$ cat config.mk
export PLATFORM = sky130hd
export DESIGN_NAME = positional_insert_erase_list_flat
export DESIGN_NICKNAME = d
export VERILOG_FILES = /design/src/hdl/pie_pkg.sv /design/src/hdl/pie_req_if.sv /design/src/hdl/pie_rsp_if.sv /design/src/hdl/pie_datapath.sv /design/src/hdl/pie_ctrl.sv /design/src/hdl/positional_insert_erase_list.sv /design/src/flat_wrapper.sv
export SDC_FILE = /design/constraint.sdc
export NUM_CORES = 1
export LEC_CHECK = 0
export BUFFER_PORTS_ARGS = -buffer_cell sky130_fd_sc_hd__buf_2
export CAP_MARGIN = 0
export CORE_MARGIN = 3
export CORE_UTILIZATION = 35
export DETAILED_ROUTE_END_ITERATION = 8
export GPL_TIMING_DRIVEN = 1
export SLEW_MARGIN = 20
export SYNTH_ARGS = -nofsm -noshare
export SYNTH_HDL_FRONTEND = slang
export SYNTH_SLANG_ARGS = --single-unit
export TNS_END_PERCENT = 20
$ cat constraint.sdc
create_clock -name i_clk -period 10 [get_ports i_clk]
set_input_delay 1 -clock i_clk [delete_from_list [all_inputs] [get_ports i_clk]]
set_output_delay 1 -clock i_clk [all_outputs]
set_load 0.01 [all_outputs]
$ cat src/hdl/pie_pkg.sv
// ============================================================================
// pie_pkg
// Shared types and constants for the positional insert/erase list.
// ============================================================================
package pie_pkg;

    // Fixed payload field widths
    localparam int MODE_W   = 2;
    localparam int POS_W    = 5;
    localparam int WORD_W   = 32;
    localparam int STATUS_W = 2;
    localparam int COUNT_W  = 5;

    // Default storage shape
    localparam int DEF_CAPACITY   = 16;
    localparam int DEF_DATA_WIDTH = 32;

    typedef enum logic [MODE_W-1:0] {
        MODE_INSERT = 2'd0,
        MODE_ERASE  = 2'd1,
        MODE_READ   = 2'd2,
        MODE_CLEAR  = 2'd3
    } t_mode;

    typedef enum logic [STATUS_W-1:0] {
        STATUS_OK    = 2'd0,
        STATUS_RANGE = 2'd1,
        STATUS_EMPTY = 2'd2,
        STATUS_FULL  = 2'd3
    } t_status;

    // Command from controller to datapath, one strobe per operation
    typedef struct packed {
        logic             insert;
        logic             erase;
        logic             read;
        logic             clear;
        logic             accept;
        logic [POS_W-1:0] pos;
    } t_dp_cmd;

    // Status from datapath to controller
    typedef struct packed {
        logic [COUNT_W-1:0] count;
    } t_dp_stat;

endpackage

$ cat src/hdl/pie_req_if.sv
// ============================================================================
// pie_req_if
// Request channel: operation, position and data word with valid/ready.
// ============================================================================
interface pie_req_if
    import pie_pkg::*;
();
    logic              valid;
    logic              ready;
    logic [MODE_W-1:0] mode;
    logic [POS_W-1:0]  position;
    logic [WORD_W-1:0] data;

    modport source (output valid, output mode, output position, output data, input ready);
    modport sink   (input valid, input mode, input position, input data, output ready);
endinterface

$ cat src/hdl/pie_rsp_if.sv
// ============================================================================
// pie_rsp_if
// Response channel: status, read data and entry count with valid/ready.
// ============================================================================
interface pie_rsp_if
    import pie_pkg::*;
();
    logic                valid;
    logic                ready;
    logic [STATUS_W-1:0] status;
    logic [WORD_W-1:0]   read_data;
    logic [COUNT_W-1:0]  entry_count;

    modport source (output valid, output status, output read_data, output entry_count,
                    input ready);
    modport sink   (input valid, input status, input read_data, input entry_count,
                    output ready);
endinterface

$ cat src/hdl/pie_datapath.sv
// ============================================================================
// pie_datapath
// Chain of entry cells with parallel shift up/down, read mux and count.
// ============================================================================
module pie_datapath
    import pie_pkg::*;
#(
    parameter int CAPACITY   = DEF_CAPACITY,
    parameter int DATA_WIDTH = DEF_DATA_WIDTH
) (
    input  logic              i_clk,
    input  logic              i_rst_n,
    input  t_dp_cmd           i_cmd,
    input  logic [WORD_W-1:0] i_data,
    output t_dp_stat          o_stat,
    output logic [WORD_W-1:0] o_read_data
);
    localparam int IDX_W = (CAPACITY > 1) ? $clog2(CAPACITY) : 1;

    logic [DATA_WIDTH-1:0] r_cell [CAPACITY];
    logic [COUNT_W-1:0]    r_count;
    logic [COUNT_W-1:0]    n_count;
    logic [WORD_W-1:0]     r_read_data;
    logic [IDX_W-1:0]      w_idx;

    assign w_idx = i_cmd.pos[IDX_W-1:0];

    // Shift the cell chain: each cell takes its neighbor or the new word
    always_ff @(posedge i_clk) begin
        for (int i = 0; i < CAPACITY; i++) begin
            if (i_cmd.insert) begin
                if (POS_W'(i) == i_cmd.pos) begin
                    r_cell[i] <= i_data[DATA_WIDTH-1:0];
                end else if (i > 0 && POS_W'(i) > i_cmd.pos) begin
                    r_cell[i] <= r_cell[(i > 0) ? i - 1 : 0];
                end
            end else if (i_cmd.erase) begin
                if (i < CAPACITY - 1 && POS_W'(i) >= i_cmd.pos) begin
                    r_cell[i] <= r_cell[(i < CAPACITY - 1) ? i + 1 : i];
                end
            end
        end
    end

    // Next entry count
    always_comb begin
        n_count = r_count;
        if (i_cmd.clear) begin
            n_count = '0;
        end else if (i_cmd.insert) begin
            n_count = r_count + COUNT_W'(1);
        end else if (i_cmd.erase) begin
            n_count = r_count - COUNT_W'(1);
        end
    end

    always_ff @(posedge i_clk) begin
        if (!i_rst_n) begin
            r_count <= '0;
        end else begin
            r_count <= n_count;
        end
    end

    // Register read data on every command; zero unless a read succeeds
    always_ff @(posedge i_clk) begin
        if (i_cmd.read) begin
            r_read_data <= WORD_W'(r_cell[w_idx]);
        end else if (i_cmd.accept) begin
            r_read_data <= '0;
        end
    end

    assign o_stat.count = r_count;
    assign o_read_data  = r_read_data;
endmodule

$ cat src/hdl/pie_ctrl.sv
// ============================================================================
// pie_ctrl
// Request decode, range/empty/full checks and response handshake control.
// ============================================================================
module pie_ctrl
    import pie_pkg::*;
#(
    parameter int CAPACITY = DEF_CAPACITY
) (
    input  logic                i_clk,
    input  logic                i_rst_n,
    input  logic                i_req_valid,
    input  logic [MODE_W-1:0]   i_req_mode,
    input  logic [POS_W-1:0]    i_req_pos,
    output logic                o_req_ready,
    input  logic                i_rsp_ready,
    output logic                o_rsp_valid,
    output logic [STATUS_W-1:0] o_rsp_status,
    input  t_dp_stat            i_stat,
    output t_dp_cmd             o_cmd
);
    typedef enum logic {
        S_IDLE,
        S_RESULT
    } t_state;

    t_state             r_state;
    t_state             n_state;
    t_status            r_status;
    t_status            n_status;
    logic               w_accept;
    logic               w_do;
    logic [COUNT_W-1:0] w_count;

    assign w_count     = i_stat.count;
    assign o_req_ready = (r_state == S_IDLE) || i_rsp_ready;
    assign w_accept    = i_req_valid && o_req_ready;

    // Check the request against the count and pick the status
    always_comb begin
        n_status = STATUS_OK;
        w_do     = 1'b0;
        unique case (t_mode'(i_req_mode))
            MODE_INSERT: begin
                if (i_req_pos > w_count) begin
                    n_status = STATUS_RANGE;
                end else if (w_count >= COUNT_W'(CAPACITY)) begin
                    n_status = STATUS_FULL;
                end else begin
                    w_do = 1'b1;
                end
            end
            MODE_ERASE, MODE_READ: begin
                if (w_count == '0) begin
                    n_status = STATUS_EMPTY;
                end else if (i_req_pos >= w_count) begin
                    n_status = STATUS_RANGE;
                end else begin
                    w_do = 1'b1;
                end
            end
            MODE_CLEAR: begin
                w_do = 1'b1;
            end
            default: begin
                w_do = 1'b0;
            end
        endcase
    end

    // Issue the datapath command only for an accepted item
    always_comb begin
        o_cmd.insert = w_accept && w_do && (t_mode'(i_req_mode) == MODE_INSERT);
        o_cmd.erase  = w_accept && w_do && (t_mode'(i_req_mode) == MODE_ERASE);
        o_cmd.clear  = w_accept && w_do && (t_mode'(i_req_mode) == MODE_CLEAR);
        // A successful read loads the entry, any other accepted item loads zero
        o_cmd.read   = w_accept && w_do && (t_mode'(i_req_mode) == MODE_READ);
        o_cmd.accept = w_accept;
        o_cmd.pos    = i_req_pos;
    end

    // Next state: hold a result until it is taken
    always_comb begin
        n_state = r_state;
        if (w_accept) begin
            n_state = S_RESULT;
        end else if (i_rsp_ready) begin
            n_state = S_IDLE;
        end
    end

    always_ff @(posedge i_clk) begin
        if (!i_rst_n) begin
            r_state  <= S_IDLE;
            r_status <= STATUS_OK;
        end else begin
            r_state <= n_state;
            if (w_accept) begin
                r_status <= n_status;
            end
        end
    end

    assign o_rsp_valid  = (r_state == S_RESULT);
    assign o_rsp_status = r_status;
endmodule

$ cat src/hdl/positional_insert_erase_list.sv
// ============================================================================
// positional_insert_erase_list
// Fixed-capacity ordered list with positional insert, erase, read and clear.
// ============================================================================
// Each request is checked against the entry count and executed in the cycle it
// is accepted: the entries sit in a chain of cells that all shift by one place
// at once, so an insert or erase costs the same whatever its position. The
// result (status, read data, new count) appears in the response register the
// cycle after acceptance and a new request is taken in the same cycle the
// previous result is taken (one request per clock when not stalled). Entries
// are not cleared by reset or a clear; only entries below the count are read.
module positional_insert_erase_list
    import pie_pkg::*;
#(
    parameter int CAPACITY   = DEF_CAPACITY,
    parameter int DATA_WIDTH = DEF_DATA_WIDTH
) (
    input  logic  i_clk,
    input  logic  i_rst_n,
    pie_req_if.sink   i_req,
    pie_rsp_if.source o_rsp
);
    t_dp_cmd           w_cmd;
    t_dp_stat          w_stat;
    logic [WORD_W-1:0] w_read_data;

    pie_ctrl #(
        .CAPACITY (CAPACITY)
    ) u_ctrl (
        .i_clk        (i_clk),
        .i_rst_n      (i_rst_n),
        .i_req_valid  (i_req.valid),
        .i_req_mode   (i_req.mode),
        .i_req_pos    (i_req.position),
        .o_req_ready  (i_req.ready),
        .i_rsp_ready  (o_rsp.ready),
        .o_rsp_valid  (o_rsp.valid),
        .o_rsp_status (o_rsp.status),
        .i_stat       (w_stat),
        .o_cmd        (w_cmd)
    );

    pie_datapath #(
        .CAPACITY   (CAPACITY),
        .DATA_WIDTH (DATA_WIDTH)
    ) u_datapath (
        .i_clk       (i_clk),
        .i_rst_n     (i_rst_n),
        .i_cmd       (w_cmd),
        .i_data      (i_req.data),
        .o_stat      (w_stat),
        .o_read_data (w_read_data)
    );

    assign o_rsp.read_data   = w_read_data;
    assign o_rsp.entry_count = w_stat.count;
endmodule

$ cat src/flat_wrapper.sv
// flat-port wrapper written by rule: the top's interface ports become plain ports
module positional_insert_erase_list_flat import pie_pkg::*;
#(
    parameter int CAPACITY   = DEF_CAPACITY,
    parameter int DATA_WIDTH = DEF_DATA_WIDTH
)
  (i_clk, i_rst_n, i_req_valid, i_req_mode, i_req_position, i_req_data, i_req_ready, o_rsp_valid, o_rsp_status, o_rsp_read_data, o_rsp_entry_count, o_rsp_ready);
  pie_req_if i_req_i ();
  pie_rsp_if o_rsp_i ();
  input  logic i_clk;
  input  logic i_rst_n;
  input wire logic [$bits(i_req_i.valid)-1:0] i_req_valid;
  input wire logic [$bits(i_req_i.mode)-1:0] i_req_mode;
  input wire logic [$bits(i_req_i.position)-1:0] i_req_position;
  input wire logic [$bits(i_req_i.data)-1:0] i_req_data;
  output wire logic [$bits(i_req_i.ready)-1:0] i_req_ready;
  output wire logic [$bits(o_rsp_i.valid)-1:0] o_rsp_valid;
  output wire logic [$bits(o_rsp_i.status)-1:0] o_rsp_status;
  output wire logic [$bits(o_rsp_i.read_data)-1:0] o_rsp_read_data;
  output wire logic [$bits(o_rsp_i.entry_count)-1:0] o_rsp_entry_count;
  input wire logic [$bits(o_rsp_i.ready)-1:0] o_rsp_ready;
  assign i_req_i.valid = i_req_valid;
  assign i_req_i.mode = i_req_mode;
  assign i_req_i.position = i_req_position;
  assign i_req_i.data = i_req_data;
  assign i_req_ready = i_req_i.ready;
  assign o_rsp_valid = o_rsp_i.valid;
  assign o_rsp_status = o_rsp_i.status;
  assign o_rsp_read_data = o_rsp_i.read_data;
  assign o_rsp_entry_count = o_rsp_i.entry_count;
  assign o_rsp_i.ready = o_rsp_ready;
  positional_insert_erase_list #(.CAPACITY(CAPACITY), .DATA_WIDTH(DATA_WIDTH)) u_core (.i_clk(i_clk), .i_rst_n(i_rst_n), .i_req(i_req_i), .o_rsp(o_rsp_i));
endmodule
* Word-level counts from Yosys, hierarchy flattened
Memory sizes are Yosys's and may differ from the RTL's.
Cells that the tools add are included.
** Storage, ports and cells
- Word-level logic and storage cells :: 319
- Input bits :: 43
- Output and inout port bits :: 41
- Bits in registers :: 40
- Memory bits (writable) :: 512
- Memories kept :: 1
** Cells by class
- Bitwise logic cells :: 32
- Muxes and demuxes :: 214
- Order comparisons :: 33
- Reduce and logical (&&, ||, !) cells :: 15
- Equality and inequality tests :: 18
- Add/subtract/negate cells :: 2
** Memory list
- u_core.u_datapath.r_cell :: depth 16, width 32, rd ports 17, clocked after Yosys merged registers in 0, wr ports 16, line pie_datapath.sv:20 : logic [DATA_WIDTH-1:0] r_cell [CAPACITY];
** Operators by type and width (count)
- 32-bit two-way mux :: 32
- 1-bit two-way mux :: 175
- 4-bit by 5-bit == test with 1-bit output, first input constant :: 8
- 4-bit by 5-bit greater-than comparator with 1-bit output, first input constant :: 8
- 4-bit by 5-bit >= comparator with 1-bit output, first input constant :: 7
- 1-bit OR :: 30
- 3-bit by 5-bit == test with 1-bit output, first input constant :: 4
- 3-bit by 5-bit >= comparator with 1-bit output, first input constant :: 4
- 3-bit by 5-bit greater-than comparator with 1-bit output, first input constant :: 4
- 2-bit by 5-bit == test with 1-bit output, first input constant :: 2
- 1-bit by 5-bit >= comparator with 1-bit output, first input constant :: 2
- 2-bit by 5-bit >= comparator with 1-bit output, first input constant :: 2
- 2-bit by 5-bit greater-than comparator with 1-bit output, first input constant :: 2
- 5-bit logical NOT :: 2
- 5-bit two-way mux :: 2
- 1-bit logical AND :: 6
- 2-bit two-way mux :: 3
- 2-bit nonzero test :: 3
- 5-bit by 1-bit adder with 5-bit output, second input constant :: 1
- 1-bit by 5-bit == test with 1-bit output, first input constant :: 1
- 5-bit >= comparator :: 1
- 5-bit >= comparator, second input constant :: 1
- 1-bit by 5-bit greater-than comparator with 1-bit output, first input constant :: 1
- 5-bit greater-than comparator :: 1
- other kinds (9) :: 12

* Longest topological paths before layout
- Depth in word-level cells :: 10
- Mapped depth :: 17

* Cells and area by module
A second synthesis with hierarchy kept.
** Unflattened totals
- Cells, all modules :: 2683
- Area, all modules :: 31591.5 um^2
** Modules (own cells, without submodules)
- pie_datapath :: seq. area each 16435.8 um^2, cells an instance 2615, times used 1, area an instance 31078.6 um^2
- pie_ctrl :: seq. area each 60.1 um^2, cells an instance 68, times used 1, area an instance 513.0 um^2

* Worst setup path after synthesis
OpenSTA, ideal clock, no wires.
- Kind :: input to register
- Start :: input i_req_position[0]
- End :: memory u_core.u_datapath.r_cell[1][0] (netlist name) (enable)
- Path buffers :: 6
- Setup time :: 0.461 ns
- Cell stages on the path :: 13
- Arrival time :: 5.603 ns
- Path slack :: 3.936 ns
- Cells stage by stage :: buf_6 clkbuf_1 buf_1 inv_1 ha_1 nand2b_1 a21boi_1 o21ai_2 buf_4 a211o_1 buf_2 buf_2 nor3_1
** RTL lines
- from (decl) :: line flat_wrapper.sv:14 : input wire logic [$bits(i_req_i.position)-1:0] i_req_position;
- to (decl) :: line pie_datapath.sv:20

==> qor.txt <==
DRC violation count after routing: 0
Full die area: 95,300 µm²
Fraction of layout cells with a size suffix above 1: 0.215
Number of buffers created by CTS: 66
WP data arrival: 5.08 ns
Worst setup EP type: flop
Class of the worst hold path: flop to flop
Post-CTS Setup Inserts: 0
I/O pin count: 84
Slew at the pin with the worst max-slew slack: 1.11 ns
Total congestion overflow: 0
Leakage power figure: 11.3 nW
HP Start: u_core.u_ctrl.o_rsp_status[1]
Top cell type by total area after synthesis: sky130_fd_sc_hd__edfxtp_1
Most frequent cell after synthesis: sky130_fd_sc_hd__edfxtp_1
Critical path cell sequence: clkbuf_8 -> inv_1 -> ha_1 -> nand2b_1 -> a21boi_1 -> o21ai_2 -> a211oi_4 -> buf_4 -> nand2_2 -> mux2_1
Total negative slack: 0 ns
Buffer and inverter count on the worst path: 3
Global routing usage summed across all routing layers: 0.207
Avg Cell Area, Syn: 12.8 µm²
Layout Cells excl Fill: 3,730
Run status: completed
Core area: 90,400 µm²
Setup violations, final: 0
Initial core utilization: 0.355
Hold Worst Slack: 0.547 ns
Vias in the first global route: 22,000
Post-route cell area: 35,500 µm²
Overall Power: 5.37 mW
Layout-stage area growth over the synthesis result: 10.7%
Vias after detailed routing: 22,100
Remaining antenna violation count after routing: 0
Wire length of the first global-routing pass: 147 mm
Die Span X: 309 µm
Largest net degree at the start of global routing: 66
Hold bufs inserted after CTS: 0
Instance count after placement with tap cells included: 3,609
Wire per inst: 26.7 µm
Number of rows created at floorplan: 110
Crit. path cell count: 10
Routed vias/inst: 5.92
Register-to-Register Path Depth: 9
Number of enable flip-flop cells after synthesis: 544
Clock transition time at the flip-flop clock pins of the worst setup and hold paths: 0.06 ns
Clk buf depth: 3
Category of the most critical setup path: input port to flop
Synth cell types: 66
Synthesized Nets: 2,565
Register bit total from synthesis: 552
Final min period: 4.74 ns
FILL cells: 8,381
Top cells by count, synth: 544 x sky130_fd_sc_hd__edfxtp_1, 418 x sky130_fd_sc_hd__mux2i_1, 309 x sky130_fd_sc_hd__nor2_1, 297 x sky130_fd_sc_hd__a21oi_1, 160 x sky130_fd_sc_hd__mux4_2
Remaining max-slew budget at the tightest pin: 0.257
Detailed placement HPWL: 60.7 mm
Largest clock skew in the final design: 0.0283 ns
Cell types occupying the most area after synthesis: sky130_fd_sc_hd__edfxtp_1 51%, sky130_fd_sc_hd__mux2i_1 13%, sky130_fd_sc_hd__mux4_2 11%
Power per cell area: 151 nW/µm²
RSZ-0062 raised after global routing: false
Routability congestion estimate: 0.857
Element type at the critical path start: input port
Pre-antenna DRT Iters: 5
Crit path max fanout: 65
Gate family responsible for the most delay along the worst path: buffers and inverters
Crit Reg-Reg Startpoint: u_core.u_datapath.o_stat[4]
Die height: 309 µm
Post-synth ARST share: 0
Root cell of the clock tree: sky130_fd_sc_hd__clkbuf_16
Clock Sink Count: 552
Launching instance or port of the critical path: i_req_position[0]
CTS-repair resized insts: 0
Placement Cell Area: 33,500 µm²
Area share of the leading cell type in the synthesized netlist: 0.509
Net count, final: 2,558
Top FF cell, synth: sky130_fd_sc_hd__edfxtp_1
CP max stage cell: sky130_fd_sc_hd__nand2_2
Violation count after the first detailed-routing iteration: 2,545
Clock latency at the later pin of the worst-skew pair: 0.62 ns
TritonCTS clock tree: yes
Proportion of synthesized chip area in sequential cells: 0.514
Worst Hold Path Cells: 2
Initial antenna violation count: 6
Htree depth: 3
Number of pins exceeding their max-slew limit in the final report: 0
Number of standard cells after synthesis: 2,508
Achievable frequency: 211 MHz
Warning count from the yosys run: 0
Port bufs: 83
Max cap viols: 0
Area of the mapped netlist: 32,100 µm²
Overall routed net length: 99.6 mm
Slowest Stage Delay on Critical Path: 0.81 ns
Data required time at the worst endpoint: 10.34 ns
Worst-case vdd ir drop: 0.000104 V
Part of the cycle the worst path needs: 0.474
Final hold vios: 0
[worst paths after layout]
kind,to,slack (ns)
setup / recovery,u_core.u_datapath.r_cell[0][3],5.26
hold / removal,u_core.u_ctrl.o_rsp_status[1],0.55
setup reg to reg,u_core.u_datapath.r_cell[0][3],5.56
hold reg to reg,u_core.u_ctrl.o_rsp_status[1],0.55
[stage by stage]
step,worst slack [ns],utilization
after global placement,4.63,0.371
after global routing,4.94,0.393
after CTS,5.24,0.393
after floorplan,3.94,-
after detailed placement,4.61,0.371
final,5.26,0.393
[cells by family after synthesis]
| group | after synthesis | share of synthesized area |
|---|---|---|
| and+or+nand+nor | 523 | 0.0727 |
| xor gates and xnor gates | 3 | 0.000819 |
| DFF | 552 | 0.514 |
| AOI/OAI and AO/OA | 472 | 0.0794 |
| buffers and inverters | 238 | 0.0381 |
| adders and majority gates | 14 | 0.00569 |
| muxes | 706 | 0.289 |
[layout by cell type, fill, tap and decap left out, types with 4 or more instances in the layout]
master and count:
sky130_fd_sc_hd__a211o_2 7, sky130_fd_sc_hd__a211oi_4 5, sky130_fd_sc_hd__a21o_1 5, sky130_fd_sc_hd__a21oi_1 294, sky130_fd_sc_hd__a21oi_4 4, sky130_fd_sc_hd__and3_1 33, sky130_fd_sc_hd__buf_2 80, sky130_fd_sc_hd__buf_4 69
sky130_fd_sc_hd__clkbuf_1 15, sky130_fd_sc_hd__clkbuf_16 67, sky130_fd_sc_hd__clkinv_1 19, sky130_fd_sc_hd__clkinv_2 8, sky130_fd_sc_hd__dfxtp_1 8, sky130_fd_sc_hd__edfxtp_1 544, sky130_fd_sc_hd__ha_1 13, sky130_fd_sc_hd__inv_1 11
sky130_fd_sc_hd__inv_6 6, sky130_fd_sc_hd__mux2_1 40, sky130_fd_sc_hd__mux2_2 76, sky130_fd_sc_hd__mux2_4 12, sky130_fd_sc_hd__mux2i_1 418, sky130_fd_sc_hd__mux4_2 160, sky130_fd_sc_hd__nand2_1 136, sky130_fd_sc_hd__nand2b_1 5
sky130_fd_sc_hd__nor2_1 299, sky130_fd_sc_hd__nor2_4 11, sky130_fd_sc_hd__nor3_4 10, sky130_fd_sc_hd__o21ai_0 103, sky130_fd_sc_hd__o21ai_1 31, sky130_fd_sc_hd__or3_1 4
[cell type report]
cell class | instances | area (µm²) | area share
Clock inverter | 38 | 260 | 0.00733
Tap cell | 1176 | 1470 | 0.0414
Inverter | 12 | 45.0 | 0.00127
Timing Repair Buffer | 151 | 943 | 0.0266
Multi-Input combinational cell | 1718 | 14600 | 0.410
Sequential cell | 552 | 16500 | 0.465
Clock buffer | 82 | 1730 | 0.0488
Antenna cell | 1 | 2.50 | 0.0000705
[report_power, final]
| part | total, mW | switching (mW) | leakage, nW | internal, mW |
|---|---|---|---|---|
| Clock | 2.29 | 1.00 | 0.974 | 1.29 |
| Sequential | 2.61 | 0.0215 | 5.00 | 2.58 |
| Combinational | 0.470 | 0.276 | 5.29 | 0.195 |
[flip-flops by register name (all words and copies together), names as in the netlist]
register and flops:
u_core.u_ctrl.o_rsp_status 2, u_core.u_ctrl.o_rsp_valid 1, u_core.u_datapath.o_read_data 32, u_core.u_datapath.o_stat 5
u_core.u_datapath.r_cell 512
[worst min-delay path: stages, from the launching register on]
cell,delay [ns]
sky130_fd_sc_hd__dfxtp_1,0.33
sky130_fd_sc_hd__a22oi_1,0.08
sky130_fd_sc_hd__nor2b_1,0.10
[routing by layer]
| metal | routed length, µm | global-route usage | vias up |
|---|---|---|---|
| li1 | - | - | 9564 |
| met1 | 42700 | 0.288 | 11300 |
| met2 | 45800 | 0.324 | 1005 |
| met3 | 8130 | 0.0411 | 174 |
| met4 | 3020 | 0.0733 | 6 |
| met5 | 47 | 0 | - |
(Power assumes the default switching activity.)
